File: config.mk
export PLATFORM = sky130hd
export DESIGN_NAME = round_sync_tracker_flat
export DESIGN_NICKNAME = d
export VERILOG_FILES = /design/src/hdl/rsync_pkg.sv /design/src/hdl/rsync_in_if.sv /design/src/hdl/rsync_out_if.sv /design/src/hdl/round_sync_tracker.sv /design/src/flat_wrapper.sv
export SDC_FILE = /design/constraint.sdc
export NUM_CORES = 2
export LEC_CHECK = 0
export BUFFER_PORTS_ARGS = -buffer_cell sky130_fd_sc_hd__buf_4
export CORE_MARGIN = 4
export CORE_UTILIZATION = 35
export DETAILED_ROUTE_END_ITERATION = 8
export SYNTH_ARGS = -nofsm -noshare
export SYNTH_HDL_FRONTEND = slang
export SYNTH_SLANG_ARGS = --single-unit
File: constraint.sdc
create_clock -name clk -period 11.1 [get_ports clk]
set_clock_uncertainty 0.2 [all_clocks]
set_input_delay 0 -clock clk [delete_from_list [all_inputs] [get_ports clk]]
set_output_delay 0 -clock clk [all_outputs]
set_load 0.01 [all_outputs]
File: src/hdl/rsync_pkg.sv
package rsync_pkg;

    typedef enum logic [2:0]
    {
        SYNC_BOOT   = 3'd0,
        SYNC_QUASI  = 3'd1,
        SYNC_SYNCED = 3'd2,
        SYNC_UNS1   = 3'd3,
        SYNC_UNS2   = 3'd4,
        SYNC_UNS3   = 3'd5
    } sync_state_t;

    typedef enum logic [3:0]
    {
        SEQ_IDLE,
        SEQ_DECIDE,
        SEQ_MUL_DT,
        SEQ_DIV_INIT,
        SEQ_DIV,
        SEQ_DIV_FIX,
        SEQ_POST,
        SEQ_ADV_T,
        SEQ_ADV_S,
        SEQ_OUT
    } seq_state_t;

    localparam int CFG_IDX_W  = 3;
    localparam int CFG_DATA_W = 16;

    localparam logic [CFG_IDX_W-1:0] CFG_TPS          = 3'd0;
    localparam logic [CFG_IDX_W-1:0] CFG_GUARD_SYNCED = 3'd1;
    localparam logic [CFG_IDX_W-1:0] CFG_GUARD_MISS1  = 3'd2;
    localparam logic [CFG_IDX_W-1:0] CFG_GUARD_MISS2  = 3'd3;
    localparam logic [CFG_IDX_W-1:0] CFG_GUARD_WIDE   = 3'd4;
    localparam logic [CFG_IDX_W-1:0] CFG_MIN_LEN      = 3'd5;
    localparam logic [CFG_IDX_W-1:0] CFG_PKT_CODE     = 3'd6;

    localparam logic [15:0] RST_TPS          = 16'd32768;
    localparam logic [15:0] RST_GUARD_SYNCED = 16'd16;
    localparam logic [15:0] RST_GUARD_MISS1  = 16'd32;
    localparam logic [15:0] RST_GUARD_MISS2  = 16'd64;
    localparam logic [15:0] RST_GUARD_WIDE   = 16'd128;
    localparam logic [7:0]  RST_MIN_LEN      = 8'd8;
    localparam logic [7:0]  RST_PKT_CODE     = 8'd0;

    localparam int DIV_W     = 32;
    localparam int DIV_CNT_W = $clog2(DIV_W);

endpackage

File: src/hdl/rsync_in_if.sv
interface rsync_in_if;
    logic        valid;
    logic        ready;
    logic        flood_synced;
    logic [7:0]  payload_len;
    logic [7:0]  pkt_code;
    logic [31:0] rx_ref_tick;
    logic [31:0] rx_sched_time;
    logic [15:0] rx_round_period;

    modport source
    (
        output valid, flood_synced, payload_len, pkt_code,
               rx_ref_tick, rx_sched_time, rx_round_period,
        input  ready
    );

    modport sink
    (
        input  valid, flood_synced, payload_len, pkt_code,
               rx_ref_tick, rx_sched_time, rx_round_period,
        output ready
    );
endinterface

File: src/hdl/rsync_out_if.sv
interface rsync_out_if;
    logic               valid;
    logic               ready;
    logic [2:0]         sync_state_out;
    logic [15:0]        guard_out;
    logic [31:0]        ref_tick_out;
    logic signed [31:0] skew_out;
    logic [31:0]        wake_tick;
    logic               decode_schedule;
    logic               run_data_round;

    modport source
    (
        output valid, sync_state_out, guard_out, ref_tick_out, skew_out,
               wake_tick, decode_schedule, run_data_round,
        input  ready
    );

    modport sink
    (
        input  valid, sync_state_out, guard_out, ref_tick_out, skew_out,
               wake_tick, decode_schedule, run_data_round,
        output ready
    );
endinterface

File: src/hdl/round_sync_tracker.sv
// Round synchronization tracker.
// sched_rx: one transfer per radio round with the outcome of the schedule
//   reception. ready is high only while the sequencer is idle.
// result: one transfer per accepted item: sync state, guard, reference tick,
//   skew, next wake tick and the round-run flags, held in an output register.
// cfg_we/cfg_index/cfg_data: register writes, taken on any edge with cfg_we.
// Path per item: a miss that ends in bootstrap goes straight to output; a
// predicted miss, a first (quasi) sync and a full sync post and advance the
// ticks, and a full sync first divides out a new skew unless its schedule
// time is unchanged. The sequencer then returns to idle before it accepts
// another item. The work is done by the 32-step restoring divider and by
// the single 16x32 multiplier that all tick products share.
// Reset: state bootstrap, all tracked values zero, registers at defaults.
// If the result is not taken, it holds in the output register; the next
// item is still accepted and worked, then waits in the sequencer until the
// register frees, and no further item is accepted meanwhile.
module round_sync_tracker
    import rsync_pkg::*;
(
    input  logic                  clk,
    input  logic                  rst_n,
    input  logic                  cfg_we,
    input  logic [CFG_IDX_W-1:0]  cfg_index,
    input  logic [CFG_DATA_W-1:0] cfg_data,
    rsync_in_if.sink              sched_rx,
    rsync_out_if.source           result
);

    logic [15:0] tps_reg, g_sync_reg, g_miss1_reg, g_miss2_reg, g_wide_reg;
    logic [7:0]  min_len_reg, pkt_code_reg;

    seq_state_t  seq_reg, seq_next;
    sync_state_t sync_reg, sync_next;
    logic [15:0] guard_reg, guard_next;
    logic [31:0] ref_reg, ref_next;
    logic [31:0] last_ref_reg, last_ref_next;
    logic [31:0] skew_reg, skew_next;
    logic [31:0] last_time_reg, last_time_next;
    logic [15:0] last_period_reg, last_period_next;

    logic        pred_reg, pred_next;
    logic [31:0] acc_reg, acc_next;
    logic [31:0] dt_reg, dt_next;
    logic [31:0] rem_reg, rem_next;
    logic [31:0] quo_reg, quo_next;
    logic [31:0] den_reg, den_next;
    logic        neg_reg, neg_next;
    logic [DIV_CNT_W-1:0] cnt_reg, cnt_next;
    logic        out_valid_reg, out_valid_next;

    logic        flood_reg;
    logic [7:0]  len_reg, code_reg;
    logic [31:0] rx_ref_reg, rx_time_reg;
    logic [15:0] rx_period_reg;

    logic [2:0]  o_state_reg;
    logic [15:0] o_guard_reg;
    logic [31:0] o_ref_reg, o_skew_reg, o_wake_reg;
    logic        o_decode_reg, o_run_reg;

    logic        in_xfer, out_load, rx_valid, div_ge;
    logic [15:0] mul_a;
    logic [31:0] mul_b, prod;
    logic [47:0] prod_full;
    logic [32:0] rem_sh, div_diff;

    assign sched_rx.ready = (seq_reg == SEQ_IDLE);
    assign in_xfer        = sched_rx.valid && sched_rx.ready;

    // shared multiplier, low word only
    assign mul_a     = (seq_reg == SEQ_MUL_DT) ? tps_reg : last_period_reg;
    assign mul_b     = (seq_reg == SEQ_MUL_DT) ? dt_reg
                     : (seq_reg == SEQ_ADV_T)  ? {16'd0, tps_reg} : skew_reg;
    assign prod_full = mul_a * mul_b;
    assign prod      = prod_full[31:0];

    assign rx_valid = flood_reg && (len_reg >= min_len_reg) && (code_reg == pkt_code_reg);

    assign rem_sh   = {rem_reg, quo_reg[DIV_W-1]};
    assign div_diff = rem_sh - {1'b0, den_reg};
    assign div_ge   = !div_diff[32];

    always_ff @(posedge clk or negedge rst_n)
    begin
        if (!rst_n)
        begin
            tps_reg      <= RST_TPS;
            g_sync_reg   <= RST_GUARD_SYNCED;
            g_miss1_reg  <= RST_GUARD_MISS1;
            g_miss2_reg  <= RST_GUARD_MISS2;
            g_wide_reg   <= RST_GUARD_WIDE;
            min_len_reg  <= RST_MIN_LEN;
            pkt_code_reg <= RST_PKT_CODE;
        end
        else if (cfg_we)
        begin
            unique case (cfg_index)
                CFG_TPS:          tps_reg      <= cfg_data;
                CFG_GUARD_SYNCED: g_sync_reg   <= cfg_data;
                CFG_GUARD_MISS1:  g_miss1_reg  <= cfg_data;
                CFG_GUARD_MISS2:  g_miss2_reg  <= cfg_data;
                CFG_GUARD_WIDE:   g_wide_reg   <= cfg_data;
                CFG_MIN_LEN:      min_len_reg  <= cfg_data[7:0];
                CFG_PKT_CODE:     pkt_code_reg <= cfg_data[7:0];
                default:          ;
            endcase
        end
    end

    always_comb
    begin
        seq_next         = seq_reg;
        sync_next        = sync_reg;
        guard_next       = guard_reg;
        ref_next         = ref_reg;
        last_ref_next    = last_ref_reg;
        skew_next        = skew_reg;
        last_time_next   = last_time_reg;
        last_period_next = last_period_reg;
        pred_next        = pred_reg;
        acc_next         = acc_reg;
        dt_next          = dt_reg;
        rem_next         = rem_reg;
        quo_next         = quo_reg;
        den_next         = den_reg;
        neg_next         = neg_reg;
        cnt_next         = cnt_reg;
        out_load         = 1'b0;
        out_valid_next   = out_valid_reg && !result.ready;

        unique case (seq_reg)
            SEQ_IDLE:
            begin
                if (sched_rx.valid)
                begin
                    seq_next = SEQ_DECIDE;
                end
            end
            SEQ_DECIDE:
            begin
                if (rx_valid)
                begin
                    ref_next  = rx_ref_reg;
                    pred_next = 1'b0;
                    if (sync_reg == SYNC_BOOT)
                    begin
                        sync_next  = SYNC_QUASI;
                        guard_next = g_wide_reg;
                        seq_next   = SEQ_POST;
                    end
                    else
                    begin
                        sync_next  = SYNC_SYNCED;
                        guard_next = g_sync_reg;
                        dt_next    = rx_time_reg - last_time_reg;
                        acc_next   = rx_ref_reg - last_ref_reg;
                        seq_next   = (rx_time_reg == last_time_reg) ? SEQ_POST : SEQ_MUL_DT;
                    end
                end
                else
                begin
                    pred_next = 1'b1;
                    acc_next  = last_ref_reg;
                    seq_next  = SEQ_ADV_T;
                    unique case (sync_reg)
                        SYNC_SYNCED:
                        begin
                            sync_next  = SYNC_UNS1;
                            guard_next = g_miss1_reg;
                        end
                        SYNC_UNS1:
                        begin
                            sync_next  = SYNC_UNS2;
                            guard_next = g_miss2_reg;
                        end
                        SYNC_UNS2:
                        begin
                            sync_next  = SYNC_UNS3;
                            guard_next = g_wide_reg;
                        end
                        SYNC_UNS3, SYNC_QUASI:
                        begin
                            sync_next  = SYNC_BOOT;
                            guard_next = g_wide_reg;
                            skew_next  = '0;
                            seq_next   = SEQ_OUT;
                        end
                        default:
                        begin
                            seq_next = SEQ_OUT;
                        end
                    endcase
                end
            end
            SEQ_MUL_DT:
            begin
                acc_next = acc_reg - prod;
                seq_next = SEQ_DIV_INIT;
            end
            SEQ_DIV_INIT:
            begin
                neg_next = acc_reg[31] ^ dt_reg[31];
                quo_next = acc_reg[31] ? (32'd0 - acc_reg) : acc_reg;
                den_next = dt_reg[31] ? (32'd0 - dt_reg) : dt_reg;
                rem_next = '0;
                cnt_next = '0;
                seq_next = SEQ_DIV;
            end
            SEQ_DIV:
            begin
                rem_next = div_ge ? div_diff[31:0] : rem_sh[31:0];
                quo_next = {quo_reg[DIV_W-2:0], div_ge};
                cnt_next = cnt_reg + 1'b1;
                if (cnt_reg == DIV_CNT_W'(DIV_W - 1))
                begin
                    seq_next = SEQ_DIV_FIX;
                end
            end
            SEQ_DIV_FIX:
            begin
                skew_next = neg_reg ? (32'd0 - quo_reg) : quo_reg;
                seq_next  = SEQ_POST;
            end
            SEQ_POST:
            begin
                if (sync_reg == SYNC_QUASI || sync_reg == SYNC_SYNCED)
                begin
                    last_time_next   = rx_time_reg;
                    last_period_next = rx_period_reg;
                end
                else
                begin
                    last_time_next = last_time_reg + {16'd0, last_period_reg};
                end
                last_ref_next = ref_reg;
                acc_next      = ref_reg - {16'd0, guard_reg};
                pred_next     = 1'b0;
                seq_next      = SEQ_ADV_T;
            end
            SEQ_ADV_T:
            begin
                acc_next = acc_reg + prod;
                seq_next = SEQ_ADV_S;
            end
            SEQ_ADV_S:
            begin
                acc_next = acc_reg + prod;
                if (pred_reg)
                begin
                    ref_next = acc_reg + prod;
                    seq_next = SEQ_POST;
                end
                else
                begin
                    seq_next = SEQ_OUT;
                end
            end
            SEQ_OUT:
            begin
                if (!out_valid_reg || result.ready)
                begin
                    out_load       = 1'b1;
                    out_valid_next = 1'b1;
                    seq_next       = SEQ_IDLE;
                end
            end
            default:
            begin
                seq_next = SEQ_IDLE;
            end
        endcase
    end

    always_ff @(posedge clk or negedge rst_n)
    begin
        if (!rst_n)
        begin
            seq_reg         <= SEQ_IDLE;
            sync_reg        <= SYNC_BOOT;
            guard_reg       <= '0;
            ref_reg         <= '0;
            last_ref_reg    <= '0;
            skew_reg        <= '0;
            last_time_reg   <= '0;
            last_period_reg <= '0;
            pred_reg        <= 1'b0;
            cnt_reg         <= '0;
            out_valid_reg   <= 1'b0;
        end
        else
        begin
            seq_reg         <= seq_next;
            sync_reg        <= sync_next;
            guard_reg       <= guard_next;
            ref_reg         <= ref_next;
            last_ref_reg    <= last_ref_next;
            skew_reg        <= skew_next;
            last_time_reg   <= last_time_next;
            last_period_reg <= last_period_next;
            pred_reg        <= pred_next;
            cnt_reg         <= cnt_next;
            out_valid_reg   <= out_valid_next;
        end
    end

    // datapath scratch, no reset
    always_ff @(posedge clk)
    begin
        acc_reg <= acc_next;
        dt_reg  <= dt_next;
        rem_reg <= rem_next;
        quo_reg <= quo_next;
        den_reg <= den_next;
        neg_reg <= neg_next;
    end

    always_ff @(posedge clk)
    begin
        if (in_xfer)
        begin
            flood_reg     <= sched_rx.flood_synced;
            len_reg       <= sched_rx.payload_len;
            code_reg      <= sched_rx.pkt_code;
            rx_ref_reg    <= sched_rx.rx_ref_tick;
            rx_time_reg   <= sched_rx.rx_sched_time;
            rx_period_reg <= sched_rx.rx_round_period;
        end
    end

    always_ff @(posedge clk)
    begin
        if (out_load)
        begin
            o_state_reg  <= sync_reg;
            o_guard_reg  <= guard_reg;
            o_ref_reg    <= ref_reg;
            o_skew_reg   <= skew_reg;
            o_wake_reg   <= (sync_reg == SYNC_BOOT) ? 32'd0 : acc_reg;
            o_decode_reg <= (sync_reg == SYNC_QUASI) || (sync_reg == SYNC_SYNCED);
            o_run_reg    <= (sync_reg == SYNC_SYNCED) || (sync_reg == SYNC_UNS1);
        end
    end

    assign result.valid           = out_valid_reg;
    assign result.sync_state_out  = o_state_reg;
    assign result.guard_out       = o_guard_reg;
    assign result.ref_tick_out    = o_ref_reg;
    assign result.skew_out        = o_skew_reg;
    assign result.wake_tick       = o_wake_reg;
    assign result.decode_schedule = o_decode_reg;
    assign result.run_data_round  = o_run_reg;

endmodule

File: src/flat_wrapper.sv
// flat-port wrapper written by rule: the top's interface ports become plain ports
module round_sync_tracker_flat import rsync_pkg::*;
  (clk, rst_n, cfg_we, cfg_index, cfg_data, sched_rx_valid, sched_rx_flood_synced, sched_rx_payload_len, sched_rx_pkt_code, sched_rx_rx_ref_tick, sched_rx_rx_sched_time, sched_rx_rx_round_period, sched_rx_ready, result_valid, result_sync_state_out, result_guard_out, result_ref_tick_out, result_skew_out, result_wake_tick, result_decode_schedule, result_run_data_round, result_ready);
  rsync_in_if sched_rx_i ();
  rsync_out_if result_i ();
  input  logic clk;
  input  logic rst_n;
  input  logic cfg_we;
  input  logic [CFG_IDX_W-1:0] cfg_index;
  input  logic [CFG_DATA_W-1:0] cfg_data;
  input wire logic [$bits(sched_rx_i.valid)-1:0] sched_rx_valid;
  input wire logic [$bits(sched_rx_i.flood_synced)-1:0] sched_rx_flood_synced;
  input wire logic [$bits(sched_rx_i.payload_len)-1:0] sched_rx_payload_len;
  input wire logic [$bits(sched_rx_i.pkt_code)-1:0] sched_rx_pkt_code;
  input wire logic [$bits(sched_rx_i.rx_ref_tick)-1:0] sched_rx_rx_ref_tick;
  input wire logic [$bits(sched_rx_i.rx_sched_time)-1:0] sched_rx_rx_sched_time;
  input wire logic [$bits(sched_rx_i.rx_round_period)-1:0] sched_rx_rx_round_period;
  output wire logic [$bits(sched_rx_i.ready)-1:0] sched_rx_ready;
  output wire logic [$bits(result_i.valid)-1:0] result_valid;
  output wire logic [$bits(result_i.sync_state_out)-1:0] result_sync_state_out;
  output wire logic [$bits(result_i.guard_out)-1:0] result_guard_out;
  output wire logic [$bits(result_i.ref_tick_out)-1:0] result_ref_tick_out;
  output wire logic [$bits(result_i.skew_out)-1:0] result_skew_out;
  output wire logic [$bits(result_i.wake_tick)-1:0] result_wake_tick;
  output wire logic [$bits(result_i.decode_schedule)-1:0] result_decode_schedule;
  output wire logic [$bits(result_i.run_data_round)-1:0] result_run_data_round;
  input wire logic [$bits(result_i.ready)-1:0] result_ready;
  assign sched_rx_i.valid = sched_rx_valid;
  assign sched_rx_i.flood_synced = sched_rx_flood_synced;
  assign sched_rx_i.payload_len = sched_rx_payload_len;
  assign sched_rx_i.pkt_code = sched_rx_pkt_code;
  assign sched_rx_i.rx_ref_tick = sched_rx_rx_ref_tick;
  assign sched_rx_i.rx_sched_time = sched_rx_rx_sched_time;
  assign sched_rx_i.rx_round_period = sched_rx_rx_round_period;
  assign sched_rx_ready = sched_rx_i.ready;
  assign result_valid = result_i.valid;
  assign result_sync_state_out = result_i.sync_state_out;
  assign result_guard_out = result_i.guard_out;
  assign result_ref_tick_out = result_i.ref_tick_out;
  assign result_skew_out = result_i.skew_out;
  assign result_wake_tick = result_i.wake_tick;
  assign result_decode_schedule = result_i.decode_schedule;
  assign result_run_data_round = result_i.run_data_round;
  assign result_i.ready = result_ready;
  round_sync_tracker u_core (.clk(clk), .rst_n(rst_n), .cfg_we(cfg_we), .cfg_index(cfg_index), .cfg_data(cfg_data), .sched_rx(sched_rx_i), .result(result_i));
endmodule
==> out/summary.txt <==
Final Hold Fails = 0
worst vdd ir = 137 µV
static leakage = 24.2 nW
Buffers & Inverters on Critical Path = 6
Iteration-0 DRC Markers = 3591
Initial Util = 35.4%
hold path cells = 4
reg2reg path depth = 33
Root Buffer = clkbuf_16
die height = 381 µm
Adder-Cell Fraction of Synth Area = 19.6%
Routed Antenna Nets = 0
setup_tns = 0 ns
Worst-Skew Late Latency = 0.72 ns
Core Util, Final = 42.0%
first-pass GRT wire length = 249 mm
synth cell count leaders = nand2_1 (674), inv_1 (560), edfxtp_1 (375), nor2_1 (362), o21ai_0 (351)
Via density = 5.37
Cell Rows = 136
mux cell area share after synthesis = 3.49%
CTS tree = yes
DR WL/cell = 22.2 µm
postcts setup bufs = 0
WS Path Type = register to register
cell repeated most along the worst path = fa_1
synthesized area per cell = 9.57 µm²
top-area cell type share of the netlist area = 23.1%
WP data arrival = 10.84 ns
GP Congestion = 1.03
top cell family by delay on the critical path = adder cells
setup violation total in the final timing report = 0
grt ovf = 0
die area = 0.145 mm²
slowest stage delay, CP = 0.66 ns
slew of the pin with the lowest slew margin = 1.24 ns
Relative slew margins = 16.9%
first drt pass iteration count = 5
Tcrit/Tclk final = 95.4%
Levels on crit path = 33
Worst EP required = 11.35 ns
Crit-path slowest cell = dfrtp_1
largest area contributor in the netlist = edfxtp_1
area grow syn2layout = 18.8%
Fmax = 0.0944 GHz
share of layout cells above drive strength 1 = 11.2%
# Max-Cap Violations = 0
Worst Setup End Kind = register
Clock Sinks = 645
total CTS buffers = 80
worst min path class = primary input to register
count leader, synth = nand2_1
complex-gate fraction of the synthesized area = 14.8%
synth warn = 0
vias in the first global route = 39400
Post-synth EDFFs = 375
Nets = 6225
simple-gate share of the synthesized area = 13.6%
Yosys reg bits = 645
IO buf count = 239
Syn Inst Count = 5093
initial antenna violation count = 12
DRC viols = 0
Main synth FF type = edfxtp_1
crit start category = register
DP Area = 0.0528 mm²
HPWL Detailed = 127 mm
xor/xnor share of the synthesized area = 5.45%
Fillers = 13400
H-tree levels = 3
Yosys cell types = 82
final wirelength = 164 mm
CP Max Fanout = 34
fin crit period = 10.59 ns
Die W = 381 µm
via count = 39700
largest family of logic cells by synthesized area = adder cells
Syn Nets = 5792
deepest clock path buffer count = 3
Seq/Total Area, Yosys = 37.0%
fin area = 0.0579 mm²
RSZ-0062 raised after global routing = no
cells taking the most area after synthesis = edfxtp_1 (23%), dfrtp_1 (14%), fa_1 (13%)
power per cell area = 255 mW/mm²
final worst slack = 0.508 ns
GRT Overall Usage = 22.4%
largest net degree at the start of global routing = 87
max-slew violation count = 0
I/O pins = 240
status = complete, no violations
dpl ws = 0.650 ns
Post-synth ARST share = 41.9%
CTS clock-pin slew for the worst setup and hold paths = 0.06 ns
core area = 0.138 mm²
area of the mapped netlist = 0.0487 mm²
[worst paths after layout]
check / slack, ns / to / from
worst max-delay path: 0.51 / u_core.acc_reg[31] / u_core.seq_reg[3]
worst min-delay path: 0.09 / u_core.result.valid / result_ready
worst max register to register: 0.51 / u_core.acc_reg[31] / u_core.seq_reg[3]
worst min register to register: 0.28 / u_core.last_period_reg[6] / u_core.rx_period_reg[6]
max in group asynchronous: 8.57 / u_core.skew_reg[28] / rst_n
min in group asynchronous: 0.28 / u_core.last_ref_reg[9] / rst_n
[repair_timing]
action / in CTS / in global routing
hold buffers: 239 / 0
endpoints found under the hold margin: 425 / 0
resized for setup: 0 / 1
setup endpoints to repair: 0 / 1
[routing by layer]
metal  GRT usage [%]  vias to the layer above  share of wire [%]
li1                -                    18400                  -
met2            33.3                     1448                 43
met5               0                        -             0.0091
met3            3.81                      256                7.4
met1            32.6                    19600                 46
met4            8.31                        2                3.7
[area by class of cell]
| cell class | count | area, µm² | area share [%] |
|---|---|---|---|
| Multi-Input combinational cell | 3665 | 27900 | 48.2 |
| Sequential cell | 645 | 18000 | 31.1 |
| Timing Repair Buffer | 572 | 4930 | 8.51 |
| Tap cell | 1794 | 2240 | 3.88 |
| Clock buffer | 105 | 2170 | 3.74 |
| Inverter | 562 | 2110 | 3.64 |
| Clock inverter | 45 | 518 | 0.895 |
| Antenna cell | 1 | 2.50 | 0.00432 |
[cells in the final DEF (no fill, tap or decap), types with 252 or more instances in the layout]
| master | n |
|---|---|
| edfxtp_1 | 375 |
| a21oi_1 | 252 |
| o21ai_0 | 348 |
| dfrtp_1 | 264 |
| fa_1 | 311 |
| nor2_1 | 362 |
| ha_1 | 267 |
| nand2_1 | 673 |
| buf_4 | 331 |
| inv_1 | 559 |
[kinds of logic after synthesis]
logic type / count (synthesis)
simple gates: 1480
mux: 156
buf+inv: 783
xor+xnor: 300
compound gates: 1151
flops: 645
fa+ha+maj: 578
[through the flow]
stage | hold WS [ns] | cells | power (mW)
final | 0.0939 | 7389 | 14.8
after global routing | 0.0744 | 7388 | 15.8
after CTS | 0.0304 | 7388 | 14.7
after detailed placement | -0.190 | 6999 | 11.9
after global placement | -0.200 | 6999 | 11.9
after floorplan | -0.496 | 5093 | 9.28
[tightest hold or removal path, delay by kind of cell]
kind / cells / cell delay, ns
buffers and inverters: 2 / 0.67
and+or+nand+nor: 2 / 0.29
[report_power, final]
group          total, mW  switching [mW]  internal (mW)
clock               2.65            1.11           1.54
sequential          4.23           0.846           3.38
combinational       7.90            4.95           2.95
(Power assumes the default switching activity.)
